==> src/design/key_matrix_debounce_events_assert.svh <==
// Assertion macros shared by the key matrix debounce event RTL.
`ifndef KEY_MATRIX_DEBOUNCE_EVENTS_ASSERT_SVH
`define KEY_MATRIX_DEBOUNCE_EVENTS_ASSERT_SVH

// Same-cycle implication, checked outside reset.
`define KMD_ASSERT_NOW(label, clk, rst_n, cause, effect) \
    label: assert property (@(posedge clk) disable iff (!rst_n) (cause) |-> (effect)) \
        else $error("kmd assertion failed");

// Next-cycle implication, checked outside reset.
`define KMD_ASSERT_NEXT(label, clk, rst_n, cause, effect) \
    label: assert property (@(posedge clk) disable iff (!rst_n) (cause) |=> (effect)) \
        else $error("kmd assertion failed");

`endif

==> src/design/kmd_pkg.sv <==
// Package with the shared types and constants of the key matrix debounce block.
`timescale 1ns / 1ps
package kmd_pkg;

    localparam int COLS      = 8;
    localparam int ROWS      = 8;
    localparam int TIME_BITS = 32;
    localparam int COL_W     = 3;
    localparam int ROW_W     = 3;
    localparam int DBMS_W    = 16;

    localparam logic [DBMS_W-1:0] DEBOUNCE_RESET = 16'd20;

    typedef logic [COL_W-1:0]     t_col;
    typedef logic [ROW_W-1:0]     t_row;
    typedef logic [ROWS-1:0]      t_rowvec;
    typedef logic [TIME_BITS-1:0] t_time;
    typedef logic [DBMS_W-1:0]    t_dbms;

    // State of the keys of one column, indexed by bit position (row = ROWS-1-bit).
    typedef struct packed {
        t_rowvec               level;
        t_rowvec               debounced;
        logic [ROWS-1:0][TIME_BITS-1:0] stamp;
    } t_col_state;

    // Events caused by one scanned column.
    typedef struct packed {
        t_rowvec mask;
        t_rowvec press;
        t_col    column;
    } t_events;

endpackage

==> src/design/kmd_key_update.sv <==
// Per-column key update: new levels, debounce flags, press times and events.
`timescale 1ns / 1ps
module kmd_key_update (
    input  kmd_pkg::t_col_state i_cur,
    input  kmd_pkg::t_rowvec    i_row_bits,
    input  kmd_pkg::t_time      i_now_ms,
    input  kmd_pkg::t_dbms      i_debounce_ms,
    output kmd_pkg::t_col_state o_nxt,
    output kmd_pkg::t_rowvec    o_ev_mask,
    output kmd_pkg::t_rowvec    o_ev_press
);
    import kmd_pkg::*;

    always_comb begin
        logic  down;
        t_time elapsed;
        o_nxt      = i_cur;
        o_ev_mask  = '0;
        o_ev_press = '0;
        for (int b = 0; b < ROWS; b++) begin
            down    = ~i_row_bits[b];
            elapsed = i_now_ms - i_cur.stamp[b];
            if (down != i_cur.level[b]) begin
                o_nxt.level[b] = down;
                if (down) begin
                    o_nxt.stamp[b] = i_now_ms;
                end else begin
                    // A release reports only a key that had been debounced.
                    o_ev_mask[b]       = i_cur.debounced[b];
                    o_nxt.debounced[b] = 1'b0;
                end
            end else if (i_cur.level[b] && !i_cur.debounced[b]
                         && (elapsed > TIME_BITS'(i_debounce_ms))) begin
                o_ev_mask[b]       = 1'b1;
                o_ev_press[b]      = 1'b1;
                o_nxt.debounced[b] = 1'b1;
            end
        end
    end

endmodule

==> src/design/kmd_event_queue.sv <==
// Event register that hands out the events of one column, one word per cycle while i_stall is low.
`timescale 1ns / 1ps
module kmd_event_queue (
    input  logic             i_clk,
    input  logic             i_rst_n,
    input  logic             i_load,
    input  kmd_pkg::t_events i_events,
    output logic             o_free,
    output logic             o_valid,
    input  logic             i_stall,
    output kmd_pkg::t_col    o_event_column,
    output kmd_pkg::t_row    o_event_row,
    output logic             o_pressed,
    output logic             o_last
);
    import kmd_pkg::*;

    t_rowvec r_mask, n_mask;
    t_rowvec r_press;
    t_col    r_col;
    t_rowvec rest;
    t_row    idx;
    logic    take;

    // Lowest set bit is the highest row, which goes out first.
    always_comb begin
        idx = '0;
        for (int b = ROWS - 1; b >= 0; b--) begin
            if (r_mask[b]) begin
                idx = ROW_W'(b);
            end
        end
    end

    assign rest           = r_mask & (r_mask - 1'b1);
    assign o_valid        = |r_mask;
    assign take           = o_valid && !i_stall;
    assign o_free         = !o_valid || (take && (rest == '0));
    assign o_event_column = r_col;
    assign o_event_row    = ROW_W'(ROWS - 1) - idx;
    assign o_pressed      = r_press[idx];
    assign o_last         = (rest == '0);

    always_comb begin
        n_mask = r_mask;
        if (i_load) begin
            n_mask = i_events.mask;
        end else if (take) begin
            n_mask = rest;
        end
    end

    always_ff @(posedge i_clk) begin
        if (!i_rst_n) begin
            r_mask <= '0;
        end else begin
            r_mask <= n_mask;
        end
    end

    always_ff @(posedge i_clk) begin
        if (i_load) begin
            r_press <= i_events.press;
            r_col   <= i_events.column;
        end
    end

endmodule

==> src/design/key_matrix_debounce_events.sv <==
// Key matrix debounce: one scanned column in, press and release event words out.
// A taken column word is registered; its events are then loaded into the event register.
// Throughput: one column word per cycle while each causes at most one event and i_stall
// is low; a column with more events holds the event register, one event word per unstalled cycle.
// Reset (synchronous, active low) releases all keys, clears debounce flags, sets 20 ms.
`timescale 1ns / 1ps
`include "key_matrix_debounce_events_assert.svh"
module key_matrix_debounce_events (
    input  logic            i_clk,
    input  logic            i_rst_n,
    input  logic            i_valid,
    output logic            o_stall,
    input  kmd_pkg::t_col   i_column,
    input  logic [7:0]      i_row_bits,
    input  kmd_pkg::t_time  i_now_ms,
    input  logic            i_cfg_valid,
    output logic            o_cfg_ready,
    input  kmd_pkg::t_dbms  i_cfg_data,
    output logic            o_valid,
    input  logic            i_stall,
    output kmd_pkg::t_col   o_event_column,
    output kmd_pkg::t_row   o_event_row,
    output logic            o_pressed,
    output logic            o_last
);
    import kmd_pkg::*;

    t_dbms      r_debounce;
    logic       r_in_v, n_in_v;
    t_col       r_col;
    t_rowvec    r_bits;
    t_time      r_now;
    t_rowvec    r_lvl [COLS];
    t_rowvec    r_deb [COLS];
    logic [ROWS-1:0][TIME_BITS-1:0] r_stamp [COLS];
    t_col_state cur, nxt;
    t_rowvec    ev_mask, ev_press;
    t_events    events;
    logic       q_free, fire, accept;

    assign o_cfg_ready = 1'b1;

    always_ff @(posedge i_clk) begin
        if (!i_rst_n) begin
            r_debounce <= DEBOUNCE_RESET;
        end else if (i_cfg_valid && o_cfg_ready) begin
            r_debounce <= i_cfg_data;
        end
    end

    // A column without events updates its keys without waiting for the event register.
    assign fire    = r_in_v && (q_free || (ev_mask == '0));
    assign o_stall = r_in_v && !fire;
    assign accept  = i_valid && !o_stall;

    always_comb begin
        n_in_v = r_in_v;
        if (accept) begin
            n_in_v = 1'b1;
        end else if (fire) begin
            n_in_v = 1'b0;
        end
    end

    always_ff @(posedge i_clk) begin
        if (!i_rst_n) begin
            r_in_v <= 1'b0;
        end else begin
            r_in_v <= n_in_v;
        end
    end

    always_ff @(posedge i_clk) begin
        if (accept) begin
            r_col  <= i_column;
            r_bits <= i_row_bits;
            r_now  <= i_now_ms;
        end
    end

    assign cur.level     = r_lvl[r_col];
    assign cur.debounced = r_deb[r_col];
    assign cur.stamp     = r_stamp[r_col];

    kmd_key_update u_update (
        .i_cur         (cur),
        .i_row_bits    (r_bits),
        .i_now_ms      (r_now),
        .i_debounce_ms (r_debounce),
        .o_nxt         (nxt),
        .o_ev_mask     (ev_mask),
        .o_ev_press    (ev_press)
    );

    always_ff @(posedge i_clk) begin
        if (!i_rst_n) begin
            for (int c = 0; c < COLS; c++) begin
                r_lvl[c] <= '0;
                r_deb[c] <= '0;
            end
        end else if (fire) begin
            r_lvl[r_col] <= nxt.level;
            r_deb[r_col] <= nxt.debounced;
        end
    end

    // Press times are read only for keys that are down, so they need no reset.
    always_ff @(posedge i_clk) begin
        if (fire) begin
            r_stamp[r_col] <= nxt.stamp;
        end
    end

    assign events.mask   = ev_mask;
    assign events.press  = ev_press;
    assign events.column = r_col;

    kmd_event_queue u_queue (
        .i_clk          (i_clk),
        .i_rst_n        (i_rst_n),
        .i_load         (fire && (ev_mask != '0)),
        .i_events       (events),
        .o_free         (q_free),
        .o_valid        (o_valid),
        .i_stall        (i_stall),
        .o_event_column (o_event_column),
        .o_event_row    (o_event_row),
        .o_pressed      (o_pressed),
        .o_last         (o_last)
    );

    `KMD_ASSERT_NOW(a_stall_needs_item, i_clk, i_rst_n, o_stall, r_in_v)
    `KMD_ASSERT_NEXT(a_more_after_not_last, i_clk, i_rst_n, o_valid && !i_stall && !o_last, o_valid)
    `KMD_ASSERT_NOW(a_debounced_is_down, i_clk, i_rst_n, r_in_v, (cur.debounced & ~cur.level) == '0)

endmodule
==> config.mk <==
export PLATFORM = sky130hd
export DESIGN_NAME = key_matrix_debounce_events
export DESIGN_NICKNAME = d
export VERILOG_FILES = /design/src/design/kmd_pkg.sv /design/src/design/kmd_key_update.sv /design/src/design/kmd_event_queue.sv /design/src/design/key_matrix_debounce_events.sv
export VERILOG_INCLUDE_DIRS = /design/src /design/src/design
export SDC_FILE = /design/constraint.sdc
export NUM_CORES = 2
export LEC_CHECK = 0
export CAP_MARGIN = 30
export CORE_ASPECT_RATIO = 0.6
export CORE_MARGIN = 10
export CORE_UTILIZATION = 60
export DETAILED_ROUTE_END_ITERATION = 12
export DONT_BUFFER_PORTS = 1
export PLACE_DENSITY = 0.77
export SLEW_MARGIN = 10
export SYNTH_ARGS = -nofsm -noshare
export SYNTH_HDL_FRONTEND = slang
export SYNTH_SLANG_ARGS = --single-unit
export TNS_END_PERCENT = 5
==> constraint.sdc <==
create_clock -name i_clk -period 34.3 [get_ports i_clk]
set_clock_uncertainty 0.2 [all_clocks]
set_input_delay 1.715 -clock i_clk [delete_from_list [all_inputs] [get_ports i_clk]]
set_output_delay 1.715 -clock i_clk [all_outputs]
set_load 0.01 [all_outputs]
==> summary.md <==
The flow ran to the end, and the final reports show no timing, DRC or antenna violations. The worst setup path is launched from a register. STA classifies the critical path endpoint as a register.

The worst IR drop on VDD came out at 0.0626 mV. The root cell of the clock tree is sky130_fd_sc_hd__clkbuf_16. Headroom to the max-slew limit came out at 21.1%. The tools report the maximum number of pins on one net before global-route repair as 127. Setup repair after global routing left no endpoint under its margin. For this design, the CTS-stage hold fixing added 0 buffers. The I/O pin count came out at 75. The tree built by TritonCTS fans out to 2258 sinks.

The core box area is 176000 um^2. The run gives 9844 as the DRC marker count from the first detailed-route iteration. The die covers 196000 um^2.

The critical path contains buffers and inverters numbering 8 combined. The number of cells on the worst reg-to-reg path is 31. The run gives 434000 um as the wire length of the first global-routing pass. At the worst endpoint, the required time is 34.54 ns.

The worst setup path is of the register to register kind. The logs give 21 for the number of antenna violations at the first check in global routing and 119 for the cell row count. Based on the critical path, the design can be clocked at up to 77.1 MHz. The number of placed instances, taps included, is 9097.

The overall global routing resource usage was 29.8%; the area occupied by multi-input gates was 37400 um^2. The net count after synthesis was 7400; the register cell area after layout was 67500 um^2. Of all flip-flops after synthesis, the portion carrying an async set or reset was 0%. For the total wirelength of the detailed-routed design, the log shows 298000 um.

Sequential cells burn 37.0% of the power. Dividing the detail-routed wire length by the instance count gives 31.4 um. In this run the power density over the cells is 84.6 nW/um^2.

The floorplan die width was 564 um; the detailed-routing iteration count for the pre-antenna-repair pass was 8. The distinct cell type count after synthesis came out at 91. The level count of the clock H-tree came out at 4. The cell at the slowest stage of the critical path was sky130_fd_sc_hd__buf_4. The total vias in the final route was 66400; the clock-pin slew of the registers on the worst-case setup and hold paths was 0.07 ns.

Final hold analysis gives a worst-case slack of 0.333 ns. The critical path crosses 31 cells after its start point. Net switching is 36.6% of the power. The share of power burned in combinational logic is 40.4%. In this design, the critical path's most frequently occurring cell is sky130_fd_sc_hd__buf_4. The worst hold-check path type was register to register. Of the total power, the clock network draws 22.7%. The finished layout holds 9470 standard cells, fillers aside.

The vertical extent of the die is 347 um. After global routing the overflow that remains totals 0. Dividing the final minimum period by the clock period gives 37.8%. In this run the power spent charging and discharging nets is 3.60 mW.

The number of clock buffers added by TritonCTS is 200. Synthesis inferred 2258 register bits. For this configuration, the core starts out at a cell density of 60.6%. Setup violations remaining at the end of the flow were counted as 0.

The logs give 63800 for the via count of the first global-routing pass and 0 for the number of warnings printed during yosys synthesis. The total leakage power came out at 39.4 nW. At the worst endpoint, the arrival time is 13.21 ns. The run gives 0 ns as the total negative setup slack.

The logs give 0.87 ns for the clock latency on the worst-skew pair and 0 for the count of maximum capacitance violations. Broken down by cell family, the worst path's largest delay share belongs to buffers and inverters. In the synthesized netlist the dominant register cell turns out to be sky130_fd_sc_hd__edfxtp_1. Of all nets on the critical path, the largest fanout is 59.

The number of endpoints with negative hold slack in the final report came out at 0. The detail route stage leaves a number of antenna-violating nets equal to 0. The tools report the global placer's final weighted congestion as 0.967.

For the post-CTS setup-driven buffer insertion count, the log shows 0. The logs give 11700 for the count of filler cells inserted in the layout and 65.9% for the utilization of the core after routing. During placement, the flow inserted port buffers numbering 0.

For this run, the register share of the synthesized area comes to 63.3%. For the detailed placement HPWL, the log shows 185000 um. The post-route netlist has 15.4% of its cells at a drive strength greater than 1. TritonCTS built the clock tree. The run gives 6.22 mW as the cell-internal power.

The net count reported at finish was 7429; the number of pins with negative max-slew slack in the final report was 0. Clock period minus final worst setup slack: 12.97 ns. Relative to the synthesized area, the layout overhead comes to 8.81%. Along the worst hold path, the cell count comes to 2. On the worst path, the slowest cell contributes a delay of 0.84 ns. The number of enable flip-flop cells after synthesis came out at 2230. Slew at the pin closest to its max-slew limit: 1.15 ns. The number of vias per cell is 7.01, and the synthesized instance count is 6920. In this run the mean area of a mapped cell was 15.4 um^2. The post-cts sizing count is 0, and the number of remaining DRC errors is 0. The tools report the combined area of all synthesized cells as 107000 um^2. The longest clock path from root to sink contains 4 buffers.
-- cell type report --
| cell class | count | area share, % |
|---|---|---|
| well taps | 2359 | 2.54 |
| clock inverters | 97 | 0.858 |
| clock buffers | 252 | 4.55 |
| inverters | 100 | 0.323 |
| flip-flops and latches | 2258 | 58.2 |
| repair buffers | 181 | 1.30 |
| diodes | 15 | 0.0323 |
| multi-input cells | 4208 | 32.2 |
-- Yosys cell counts, types with 28 or more instances --
library cell / n / area, um^2
sky130_fd_sc_hd__o211ai_1: 54 / 405
sky130_fd_sc_hd__and2_1: 38 / 238
sky130_fd_sc_hd__nand2b_1: 40 / 250
sky130_fd_sc_hd__buf_1: 91 / 342
sky130_fd_sc_hd__nor3_1: 172 / 861
sky130_fd_sc_hd__a211oi_1: 41 / 308
sky130_fd_sc_hd__o21ai_0: 210 / 1050
sky130_fd_sc_hd__a31oi_1: 28 / 175
sky130_fd_sc_hd__xnor2_1: 96 / 841
sky130_fd_sc_hd__dfxtp_1: 28 / 561
sky130_fd_sc_hd__nand2_1: 311 / 1170
sky130_fd_sc_hd__inv_1: 100 / 375
sky130_fd_sc_hd__or3_1: 29 / 181
sky130_fd_sc_hd__mux2i_1: 286 / 2860
sky130_fd_sc_hd__a21oi_1: 600 / 3000
sky130_fd_sc_hd__a21o_1: 95 / 713
sky130_fd_sc_hd__clkbuf_1: 222 / 833
sky130_fd_sc_hd__and3_1: 28 / 175
sky130_fd_sc_hd__edfxtp_1: 2230 / 67000
sky130_fd_sc_hd__ha_1: 408 / 5100
sky130_fd_sc_hd__o31ai_1: 28 / 210
sky130_fd_sc_hd__nand4_1: 110 / 688
sky130_fd_sc_hd__mux4_2: 544 / 12300
sky130_fd_sc_hd__xor2_1: 67 / 587
sky130_fd_sc_hd__nor2b_1: 51 / 319
sky130_fd_sc_hd__o21a_1: 48 / 360
sky130_fd_sc_hd__nor2_1: 457 / 1720
sky130_fd_sc_hd__nand3_1: 87 / 435
-- path summary, 6_finish.rpt --
kind,startpoint,end,slack (ns)
min,r_debounce[14]$_SDFFE_PN0P_,r_debounce[14]$_SDFFE_PN0P_,0.33
min reg2reg,r_debounce[14]$_SDFFE_PN0P_,r_debounce[14]$_SDFFE_PN0P_,0.33
max,register,r_stamp[5][19]$_DFFE_PP_,21.33
max reg2reg,register,r_stamp[5][19]$_DFFE_PP_,21.33
-- cells by family (layout without fill, tap and decap cells) --
family	Yosys count	after routing	synth area share, %
compound gates	1341	1341	7.73
other cells	1	16	0.00352
fa+ha+maj	417	417	4.94
xor+xnor	163	163	1.34
buf+inv	454	630	1.74
flops	2258	2258	63.3
simple gates	1429	1429	6.48
mux	857	857	14.5
-- power groups by stage --
stage / combinational, mW / sequential (mW) / clock, mW
floorplan: 2.77 / 3.68 / 0
global placement: 3.73 / 3.68 / 0
detailed placement: 3.83 / 3.69 / 0
CTS: 3.86 / 3.63 / 2.24
global route: 4.28 / 3.64 / 2.35
finish: 3.96 / 3.63 / 2.22
-- routing by layer --
layer  up-vias  GRT usage [%]  wire length [um]  part of all wire, %
met2      4484           43.0            129000                   44
li1      27800              -                 -                    -
met5         -              0               252                0.085
met4        28           10.0             10900                  3.7
met3       595           8.78             40300                   14
met1     33400           43.6            117000                   39
-- cell usage in the layout (no fill, tap or decap), types with 40 or more instances in the layout --
cell type	n
sky130_fd_sc_hd__a211oi_1	41
sky130_fd_sc_hd__buf_4	167
sky130_fd_sc_hd__mux4_2	544
sky130_fd_sc_hd__inv_1	100
sky130_fd_sc_hd__a21oi_1	600
sky130_fd_sc_hd__a21o_1	95
sky130_fd_sc_hd__edfxtp_1	2230
sky130_fd_sc_hd__ha_1	408
sky130_fd_sc_hd__mux2i_1	286
sky130_fd_sc_hd__nor3_1	172
sky130_fd_sc_hd__xor2_1	67
sky130_fd_sc_hd__nor2_1	449
sky130_fd_sc_hd__nand2b_1	40
sky130_fd_sc_hd__xnor2_1	96
sky130_fd_sc_hd__nor2b_1	51
sky130_fd_sc_hd__nand3_1	87
sky130_fd_sc_hd__o211ai_1	54
sky130_fd_sc_hd__clkbuf_1	48
sky130_fd_sc_hd__clkbuf_16	204
sky130_fd_sc_hd__o21ai_0	206
sky130_fd_sc_hd__o21a_1	48
sky130_fd_sc_hd__nand2_1	307
sky130_fd_sc_hd__nand4_1	110
-- state kept, by name, summed over array words and instances, names as in the netlist, named ones only --
signal                  count
r_lvl                      64
u_queue.r_press             8
r_in_v                      1
r_now                      32
u_queue.o_event_column      3
r_bits                      8
r_deb                      64
r_stamp                  2048
r_debounce                 16
u_queue.r_mask              8
r_col                       3
-- tightest hold or removal path: stages, from the launching register on --
cell and delay (ns):
sky130_fd_sc_hd__dfxtp_1 0.33, sky130_fd_sc_hd__mux2i_1 0.07, sky130_fd_sc_hd__nor2b_1 0.10
-- through the flow --
step | worst slack (ns) | area (um^2) | total power, mW
after floorplan | 14.74 | 107000 | 6.45
after global placement | 21.85 | 110000 | 7.41
after detailed placement | 21.66 | 110000 | 7.52
after CTS | 21.54 | 116000 | 9.73
after global routing | 20.70 | 116000 | 10.3
final | 21.33 | 116000 | 9.82
(Power assumes the default switching activity.)
